===== src/hdl/windowed_error_restart_monitor_defines.svh =====
// Assertion macros used by the monitor's top level.
`ifndef WINDOWED_ERROR_RESTART_MONITOR_DEFINES_SVH
`define WINDOWED_ERROR_RESTART_MONITOR_DEFINES_SVH
// Implication checked on every clock edge outside reset.
`define WERM_ASSERT_IMP(label, clk, rst, lhs, rhs) \
   label: assert property (@(posedge clk) disable iff (rst) (lhs) |-> (rhs)) \
      else $error("assertion failed");
// Implication checked in the cycle after the trigger.
`define WERM_ASSERT_NEXT(label, clk, rst, lhs, rhs) \
   label: assert property (@(posedge clk) disable iff (rst) (lhs) |=> (rhs)) \
      else $error("assertion failed");
`endif


===== src/hdl/werm_pkg.sv =====
// Package with constants, types and helpers of the error restart monitor.
`default_nettype none
package werm_pkg;
   localparam int NumContexts = 8;
   localparam int SlotW = (NumContexts > 1) ? $clog2(NumContexts) : 1;

   localparam logic [1:0] FUNC_REPORT = 2'd0;
   localparam logic [1:0] FUNC_ADD    = 2'd1;
   localparam logic [1:0] FUNC_REMOVE = 2'd2;
   localparam logic [1:0] FUNC_CLEAR  = 2'd3;

   localparam logic [1:0] KIND_TIMEOUT   = 2'd1;
   localparam logic [1:0] KIND_DUPLICATE = 2'd2;

   localparam logic [1:0] ST_OK        = 2'd0;
   localparam logic [1:0] ST_PRESENT   = 2'd1;
   localparam logic [1:0] ST_FULL      = 2'd2;
   localparam logic [1:0] ST_NOT_FOUND = 2'd3;

   localparam logic [2:0] REG_WINDOW    = 3'd0;
   localparam logic [2:0] REG_TO_LIMIT  = 3'd1;
   localparam logic [2:0] REG_DUP_LIMIT = 3'd2;
   localparam logic [2:0] REG_ANY_HOLD  = 3'd3;
   localparam logic [2:0] REG_DUP_HOLD  = 3'd4;

   // Per-slot context word held in the memory.
   typedef struct packed {
      logic [31:0] handle;
      logic [31:0] tag;
      logic [63:0] last_restart;
      logic [7:0]  to_count;
      logic [63:0] to_start;
      logic [7:0]  dup_count;
      logic [63:0] dup_start;
   } ctx_type;

   localparam int CtxW = $bits(ctx_type);

   // Configuration registers.
   typedef struct packed {
      logic [31:0] window_ms;
      logic [7:0]  timeout_limit;
      logic [7:0]  duplicate_limit;
      logic [31:0] any_holdoff_ms;
      logic [31:0] duplicate_holdoff_ms;
   } cfg_type;

   // True when now lies before start + len; an end at or beyond all ones counts as zero.
   function automatic logic before_end(input logic [63:0] now, input logic [63:0] start,
                                       input logic [31:0] len);
      logic [64:0] sum;
      logic [63:0] fin;
      sum = {1'b0, start} + {33'd0, len};
      fin = (sum >= 65'h0_FFFF_FFFF_FFFF_FFFF) ? 64'd0 : sum[63:0];
      return now < fin;
   endfunction
endpackage
`default_nettype wire


===== src/hdl/werm_ram.sv =====
// Generic single-port RAM with registered read.
`default_nettype none
module werm_ram #(
   parameter int Width = 8,
   parameter int Depth = 8
) (
   input  wire logic                     clock,
   input  wire logic                     wr_en,
   input  wire logic [$clog2(Depth > 1 ? Depth : 2)-1:0] addr,
   input  wire logic [Width-1:0]         wr_data,
   output logic      [Width-1:0]         rd_data
);
   logic [Width-1:0] mem [Depth];

   // Write through one port, registered read on the same address.
   always_ff @(posedge clock) begin
      if (wr_en) begin
         mem[addr] <= wr_data;
      end
      rd_data <= mem[addr];
   end
endmodule
`default_nettype wire


===== src/hdl/werm_cfg.sv =====
// Configuration register file of the monitor.
`default_nettype none
module werm_cfg
   import werm_pkg::*;
(
   input  wire logic        clock,
   input  wire logic        reset,
   input  wire logic        csr_valid,
   output logic             csr_ready,
   input  wire logic [2:0]  csr_index,
   input  wire logic [31:0] csr_data,
   output cfg_type          cfg
);
   cfg_type cfg_ff;

   assign csr_ready = 1'b1;
   assign cfg = cfg_ff;

   // Register writes; unknown indexes are ignored.
   always_ff @(posedge clock) begin
      if (reset) begin
         cfg_ff <= '{window_ms: 32'd30000, timeout_limit: 8'd7, duplicate_limit: 8'd60,
                     any_holdoff_ms: 32'd60000, duplicate_holdoff_ms: 32'd600000};
      end else if (csr_valid) begin
         unique case (csr_index)
            REG_WINDOW:    cfg_ff.window_ms <= csr_data;
            REG_TO_LIMIT:  cfg_ff.timeout_limit <= csr_data[7:0];
            REG_DUP_LIMIT: cfg_ff.duplicate_limit <= csr_data[7:0];
            REG_ANY_HOLD:  cfg_ff.any_holdoff_ms <= csr_data;
            REG_DUP_HOLD:  cfg_ff.duplicate_holdoff_ms <= csr_data;
            default: ;
         endcase
      end
   end
endmodule
`default_nettype wire


===== src/hdl/windowed_error_restart_monitor.sv =====
// Top level of the windowed error restart monitor.
//
// Channel  Direction  Contents
// req      in         tdata: func, handle, error_kind, is_open_close, now_ms, client_tag
// rsp      out        tdata: status, restart, tag_out
// csr      in         index and 32-bit write data
//
// A request is scanned with one memory read per slot, the data lagging the address by
// the RAM's read register; then come a read, a compute with write-back of the chosen
// slot and a wait state that loads the output register once it is free. The block then
// returns to idle and takes no new request while one is in progress.
// Reset clears slot valid bits and control registers; data registers and the context memory are not cleared.
// The next request is taken once the result sits in the output register,
// even while that result is stalled; a further result waits in a holding
// register until the output register is free.
`default_nettype none
`include "windowed_error_restart_monitor_defines.svh"
module windowed_error_restart_monitor
   import werm_pkg::*;
(
   input  wire logic         clock,
   input  wire logic         reset,
   input  wire logic         req_tvalid,
   output logic              req_tready,
   // [1:0] func, [33:2] handle, [35:34] error_kind, [36] is_open_close,
   // [100:37] now_ms, [132:101] client_tag, [135:133] zero
   input  wire logic [135:0] req_tdata,
   output logic              rsp_tvalid,
   input  wire logic         rsp_tready,
   // [1:0] status, [2] restart, [34:3] tag_out, [39:35] zero
   output logic      [39:0]  rsp_tdata,
   input  wire logic         csr_valid,
   output logic              csr_ready,
   input  wire logic [2:0]   csr_index,
   input  wire logic [31:0]  csr_data
);
   typedef enum logic [2:0] {IDLE, SCAN, READ, CALC, WAIT} state_type;

   cfg_type cfg;
   state_type state_ff;
   logic [135:0] req_ff;
   logic [NumContexts-1:0] valid_ff;
   logic [SlotW:0] scan_ff;
   logic [SlotW-1:0] hit_ff, addr;
   logic found_ff;
   logic pend_ff;
   logic [39:0] rsp_ff;
   logic [39:0] res_ff;
   logic wr_en;
   ctx_type rd, wr;

   logic [1:0]  func;
   logic [31:0] handle;
   logic [1:0]  kind;
   logic        oc;
   logic [63:0] now;
   logic [31:0] ctag;
   logic [SlotW-1:0] free_slot;
   logic any_free;

   werm_cfg u_cfg (.clock, .reset, .csr_valid, .csr_ready, .csr_index, .csr_data, .cfg);

   werm_ram #(.Width(CtxW), .Depth(NumContexts)) u_ram (
      .clock, .wr_en, .addr, .wr_data(wr), .rd_data(rd));

   assign func   = req_ff[1:0];
   assign handle = req_ff[33:2];
   assign kind   = req_ff[35:34];
   assign oc     = req_ff[36];
   assign now    = req_ff[100:37];
   assign ctag   = req_ff[132:101];

   assign req_tready = (state_ff == IDLE);
   assign rsp_tvalid = pend_ff;
   assign rsp_tdata  = rsp_ff;

   // Lowest free slot.
   always_comb begin
      free_slot = '0;
      any_free = 1'b0;
      for (int i = NumContexts - 1; i >= 0; i--) begin
         if (!valid_ff[i]) begin
            free_slot = SlotW'(i);
            any_free = 1'b1;
         end
      end
   end

   // Memory address: scan index during the search, else the chosen slot.
   always_comb begin
      if (state_ff == SCAN) begin
         addr = scan_ff[SlotW-1:0];
      end else begin
         addr = hit_ff;
      end
   end

   // Read-modify-write of the chosen slot.
   logic [1:0] status;
   logic restart;
   logic [31:0] tag_out;
   logic in_win;
   logic [7:0] cnt_inc;
   always_comb begin
      wr = rd;
      wr_en = 1'b0;
      status = ST_OK;
      restart = 1'b0;
      tag_out = '0;
      in_win = 1'b0;
      cnt_inc = '0;
      if (func == FUNC_ADD) begin
         if (found_ff) begin
            status = ST_PRESENT;
         end else if (!any_free) begin
            status = ST_FULL;
         end else begin
            wr = '0;
            wr.handle = handle;
            wr.tag = ctag;
            wr_en = (state_ff == CALC);
         end
      end else if (!found_ff) begin
         status = ST_NOT_FOUND;
      end else if (func == FUNC_CLEAR) begin
         wr.to_count = '0;
         wr.to_start = '0;
         wr.dup_count = '0;
         wr.dup_start = '0;
         wr_en = (state_ff == CALC);
      end else if (func == FUNC_REPORT) begin
         tag_out = rd.tag;
         if (kind == KIND_TIMEOUT) begin
            if (oc) begin
               restart = 1'b1;
            end else begin
               in_win = before_end(now, rd.to_start, cfg.window_ms);
               cnt_inc = (rd.to_count == 8'hFF) ? rd.to_count : rd.to_count + 8'd1;
               if (in_win) begin
                  wr.to_count = cnt_inc;
                  restart = cnt_inc >= cfg.timeout_limit;
               end else begin
                  wr.to_start = now;
                  wr.to_count = 8'd1;
               end
            end
         end else if (kind == KIND_DUPLICATE) begin
            in_win = before_end(now, rd.dup_start, cfg.window_ms);
            cnt_inc = (rd.dup_count == 8'hFF) ? rd.dup_count : rd.dup_count + 8'd1;
            if (in_win) begin
               wr.dup_count = cnt_inc;
               restart = (cnt_inc >= cfg.duplicate_limit) &&
                  !before_end(now, rd.last_restart, cfg.duplicate_holdoff_ms);
            end else begin
               wr.dup_start = now;
               wr.dup_count = 8'd1;
            end
         end
         if (restart) begin
            if (before_end(now, rd.last_restart, cfg.any_holdoff_ms)) begin
               restart = 1'b0;
            end else begin
               wr.last_restart = now;
            end
         end
         wr_en = (state_ff == CALC);
      end
   end

   // Sequencer: capture, scan, read, compute and write back.
   always_ff @(posedge clock) begin
      if (reset) begin
         state_ff <= IDLE;
         valid_ff <= '0;
         pend_ff <= 1'b0;
         found_ff <= 1'b0;
         scan_ff <= '0;
         hit_ff <= '0;
      end else begin
         // Output register is loaded when free, or emptied when taken.
         if (state_ff == WAIT && (!pend_ff || rsp_tready)) begin
            pend_ff <= 1'b1;
         end else if (pend_ff && rsp_tready) begin
            pend_ff <= 1'b0;
         end
         unique case (state_ff)
            IDLE: begin
               if (req_tvalid) begin
                  req_ff <= req_tdata;
                  scan_ff <= '0;
                  found_ff <= 1'b0;
                  state_ff <= SCAN;
               end
            end
            SCAN: begin
               // Read data belongs to the previous address, delayed by the RAM's read register.
               if (scan_ff != '0 && !found_ff && valid_ff[scan_ff[SlotW-1:0] - 1'b1]
                   && rd.handle == handle) begin
                  found_ff <= 1'b1;
                  hit_ff <= scan_ff[SlotW-1:0] - 1'b1;
               end
               if (scan_ff == (SlotW+1)'(NumContexts)) begin
                  state_ff <= READ;
               end else begin
                  scan_ff <= scan_ff + 1'b1;
               end
            end
            READ: begin
               if (func == FUNC_ADD && !found_ff) begin
                  hit_ff <= free_slot;
               end
               state_ff <= CALC;
            end
            CALC: begin
               state_ff <= WAIT;
               if (func == FUNC_ADD && !found_ff && any_free) begin
                  valid_ff[hit_ff] <= 1'b1;
               end
               if (func == FUNC_REMOVE && found_ff) begin
                  valid_ff[hit_ff] <= 1'b0;
               end
               res_ff <= {5'd0, tag_out, restart, status};
            end
            WAIT: begin
               if (!pend_ff || rsp_tready) begin
                  rsp_ff <= res_ff;
                  state_ff <= IDLE;
               end
            end
            default: state_ff <= IDLE;
         endcase
      end
   end

   `WERM_ASSERT_IMP(a_ready_idle, clock, reset, req_tready, state_ff == IDLE)
   `WERM_ASSERT_NEXT(a_rsp_after_wait, clock, reset,
      state_ff == WAIT && (!pend_ff || rsp_tready), pend_ff)
   `WERM_ASSERT_IMP(a_write_calc, clock, reset, wr_en, state_ff == CALC)
endmodule
`default_nettype wire


===== config.mk =====
export PLATFORM = sky130hd
export DESIGN_NAME = windowed_error_restart_monitor
export DESIGN_NICKNAME = d
export VERILOG_FILES = /design/src/hdl/werm_pkg.sv /design/src/hdl/werm_ram.sv /design/src/hdl/werm_cfg.sv /design/src/hdl/windowed_error_restart_monitor.sv
export VERILOG_INCLUDE_DIRS = /design/src /design/src/hdl
export SDC_FILE = /design/constraint.sdc
export NUM_CORES = 2
export LEC_CHECK = 0
export BUFFER_PORTS_ARGS = -buffer_cell sky130_fd_sc_hd__buf_4
export CAP_MARGIN = 20
export CORE_MARGIN = 2
export CORE_UTILIZATION = 24
export DETAILED_ROUTE_END_ITERATION = 10
export MAX_ROUTING_LAYER = met4
export PLACE_DENSITY_LB_ADDON = 0.15
export SLEW_MARGIN = 20
export SYNTH_ARGS = -nofsm -noshare
export SYNTH_HDL_FRONTEND = slang
export SYNTH_HIERARCHICAL = 1
export SYNTH_SLANG_ARGS = --single-unit

===== constraint.sdc =====
create_clock -name clock -period 20.3 [get_ports clock]
set_clock_uncertainty 0.15 [all_clocks]
set_input_delay 1.015 -clock clock [delete_from_list [all_inputs] [get_ports clock]]
set_output_delay 1.015 -clock clock [all_outputs]
set_load 0.01 [all_outputs]

==> qor.csv <==
stage,metric,value,unit
status,run status,"finished, final reports clean",
timing,final slew viol count,0,
layout,Layout Utilization,28.2,%
clock_network,Post CTS Setup Buffer Count,0,
timing,transition at the pin with the smallest max-transition slack,1.21,ns
power,net switching power,3.76,mW
power,combinational power share,12.8,%
layout,highest-count cells in the layout ignoring fill and taps,"sky130_fd_sc_hd__edfxtp_1, sky130_fd_sc_hd__nand2_1, sky130_fd_sc_hd__mux2_2",
worst_setup_path,endpoint of the most critical register-to-register path,u_ram/mem[6][165],
layout,synth-to-layout area growth,17.0,%
timing,unrepaired setup endpoints after global routing,no,
route,total via count in the routed design,79500,
worst_setup_path,startpoint of the most critical setup path,u_ram/rd_data[150],
route,average wire length per cell after detail routing,28.6,microns
place,placed standard-cell area,0.134,sq mm
synth,total number of yosys warnings,6,
power,clock share of power,40.3,%
clock_network,number of gates resized after cts,0,
clock_network,number of H-tree levels,5,
synth,distinct cell type count of the synthesized netlist,110,
power,static leakage power,49.6,nW
clock_network,number of buffers added to fix hold violations after cts,89,
worst_setup_path,Critical Path Slowest Stage Cell,sky130_fd_sc_hd__a211oi_1,
min_path,type of the tightest min-delay check,in -> reg,
power,Internal Power,10.3,mW
clock_network,CTS Root Cell,sky130_fd_sc_hd__clkbuf_16,
clock_network,CTS sink cnt,2783,
layout,most common library cell in the layout ignoring fill and taps,sky130_fd_sc_hd__edfxtp_1,
place,total half-perimeter wirelength after legalization and detailed placement,295,mm
synth,number of instances in the synthesized netlist,8857,
place,number of buffers added on ports,209,
synth,"flops & latches, synth",2783,
worst_setup_path,Reg2Reg Launch Point,u_ram/rd_data[150],
synth,post-synth top area cell,sky130_fd_sc_hd__edfxtp_1,
power,fraction of power spent switching nets,26.7,%
route,drt pass-1 iters,8,
route,residual antenna-violating net count after detailed routing,0,
worst_setup_path,depth of the worst register-to-register path,32,
layout,post-route cell area,0.145,sq mm
global_routing,wire length of the first global-routing pass,644,mm
route,number of DRC markers in iteration 0,7566,
layout,post-route insts no fill,16300,
route,detail-routed via count per cell,4.89,
place,cell count after placement,15600,
worst_setup_path,Worst EP arrival,12.16,ns
power,Total Power Consumption,14.1,mW
timing,count of endpoints failing setup in the final report,0,
timing,final worst path period share,57.6,%
floorplan,Initial Utilization,24.1,%
synth,Async SR Flop Fraction,0,%
floorplan,die height,722,microns
worst_setup_path,setup slack of the worst register-to-register path,8.61,ns
worst_setup_path,Crit. End Element,flip-flop,
clock_network,clock slew seen by the registers of the worst setup and hold paths,0.06,ns
timing,fmax,0.0855,GHz
worst_setup_path,largest fanout on the critical path,53,
clock_network,CTS tree,done,
power,sequential share of power,46.8,%
timing,final hold viol count,0,
synth,post-synthesis instance area,0.124,sq mm
flow_run,max-cap violations,0,
synth,most area-consuming cells after synthesis,"sky130_fd_sc_hd__edfxtp_1, sky130_fd_sc_hd__dfxtp_1, sky130_fd_sc_hd__mux2_2",
floorplan,total number of placement rows,263,
global_routing,number of antenna violations at the first check in global routing,52,
timing,time the final worst path needs with I/O delays and setup,11.69,ns
floorplan,top-level port count,219,
route,DRT Wirelength,465,mm
synth,average footprint of a synthesized cell,14.0,sq um
layout,final net count,9804,
synth,post-synth top area share,57.7,%
synth,number of synthesized flops with an enable pin,2379,
worst_setup_path,Critical Path End,u_ram/mem[6][165],
route,post-route DRC violation count,0,
synth,portion of the post-synthesis area used by sequential elements,64.2,%
global_routing,pin count of the biggest net entering global routing,135,
worst_setup_path,CP dominant cell by count,sky130_fd_sc_hd__buf_4,
worst_setup_path,Setup CP Type,reg -> reg,
floorplan,DIE WIDTH,722,microns
layout,fraction of layout instances using a drive strength above 1,18.9,%
timing,Slew HR,19.5,%
power,worst supply voltage drop on vdd,0.0698,mV
floorplan,area of the core region,0.513,sq mm
global_routing,vias in the first global route,81300,
clock_network,CTS Buffer Depth,4,
global_routing,global-route usage over all layers,17.8,%
worst_setup_path,delay of the slowest cell on the worst path,0.82,ns
clock_network,Skew-Pair Late Insertion Delay,0.98,ns
floorplan,Die Footprint,0.522,sq mm
worst_setup_path,kind of start point of the critical path,flip-flop,
clock_network,clock buffer count from CTS,313,
global_routing,GRT Residual Overflow,0,
power,P per Cell Area,97.3,mW/mm^2
place,final weighted congestion in routability-driven placement,0.915,
worst_setup_path,critical path data required time,20.77,ns
synth,most used flip-flop cell after synthesis,sky130_fd_sc_hd__edfxtp_1,
[kinds of logic (layout without fill, tap and decap cells)]
group	after synthesis	in the layout	share of synthesized area, %
compound gates	1543	1543	8.72
mux	1010	1010	10.1
buf+inv	625	1248	2.28
flops	2783	2783	64.2
xor+xnor	258	258	1.82
other cells	2	22	0.00606
fa+ha+maj	405	405	4.12
simple gates	2231	2231	8.73
[metal layers]
metal	part of all wire (%)	routed length, microns	track usage [%]	vias up
met2	45	211000	27.7	2392
met4	2.2	10200	3.53	0
met3	5.2	24100	1.97	498
li1	-	-	-	35000
met1	47	219000	25.1	41600
met5	0	0	-	-
[state kept, by name, summed over array words and instances (netlist names), 4 cells and up]
| name | flops |
|---|---|
| req_ff | 133 |
| res_ff | 35 |
| valid_ff | 8 |
| u_ram/mem | 2176 |
| rsp_tdata | 35 |
| u_cfg/cfg | 112 |
| u_ram/rd_data | 272 |
| scan_ff | 4 |
[how the worst min path moves through the flow]
stage	startpoint	to	slack (ns)	depth (start not counted)
after detailed placement	res_ff[17]	rsp_tdata[17]	0.26	0
after floorplan	res_ff[0]	rsp_tdata[0]	0.25	0
after CTS	req_tdata[29]	req_ff[29]	0.0003	1
after global placement	res_ff[2]	rsp_tdata[2]	0.26	0
after global routing	req_tdata[58]	req_ff[58]	0.02	1
final	req_tdata[29]	req_ff[29]	0.1	1
[power groups by stage]
stage          combinational, mW  clock, mW  sequential (mW)
2_1_floorplan               1.17          0             6.59
5_1_grt                     1.98       6.07             6.61
6_report                    1.81       5.69             6.60
4_1_cts                     1.81       5.85             6.60
3_3_place_gp                1.77          0             6.72
3_5_place_dp                1.78          0             6.72
[layout make-up]
cell class	instances	area, sq um
flip-flops and latches	2783	79500
inverters	146	548
repair buffers	526	4330
diodes	16	40.0
well taps	6757	8450
clock inverters	157	1610
multi-input cells	5453	41800
fillers	52000	368000
clock buffers	419	8580
[critical path: cells and delay by family (launching register included)]
kind | cells | cell delay, ns
xor gates and xnor gates | 1 | 0.28
muxes | 1 | 0.73
DFF | 1 | 0.45
and+or+nand+nor | 14 | 4.36
adders and majority gates | 2 | 0.64
AOI/OAI and AO/OA | 10 | 2.85
buffers and inverters | 4 | 1.76
[metrics by stage]
| step | hold slack, ns | setup slack [ns] | TNS, ns |
|---|---|---|---|
| after floorplan | 0.250 | -1.84 | -1473.19 |
| after global placement | 0.257 | 8.66 | 0 |
| after detailed placement | 0.255 | 8.57 | 0 |
| after CTS | 0.000299 | 8.50 | 0 |
| after global routing | 0.0242 | 8.35 | 0 |
| final | 0.0964 | 8.61 | 0 |
[synthesized netlist by cell type (150+ instances only)]
cell type,instances
sky130_fd_sc_hd__nand4_1,187
sky130_fd_sc_hd__buf_2,173
sky130_fd_sc_hd__ha_1,401
sky130_fd_sc_hd__a21oi_1,284
sky130_fd_sc_hd__a22oi_1,310
sky130_fd_sc_hd__mux2_2,705
sky130_fd_sc_hd__mux2i_1,184
sky130_fd_sc_hd__nor2_1,296
sky130_fd_sc_hd__o21ai_0,291
sky130_fd_sc_hd__nand2b_1,189
sky130_fd_sc_hd__nand2_1,937
sky130_fd_sc_hd__nand3_1,182
sky130_fd_sc_hd__xnor2_1,150
sky130_fd_sc_hd__edfxtp_1,2379
sky130_fd_sc_hd__clkbuf_1,234
sky130_fd_sc_hd__dfxtp_1,404
Power figures use the tool's default switching activity.
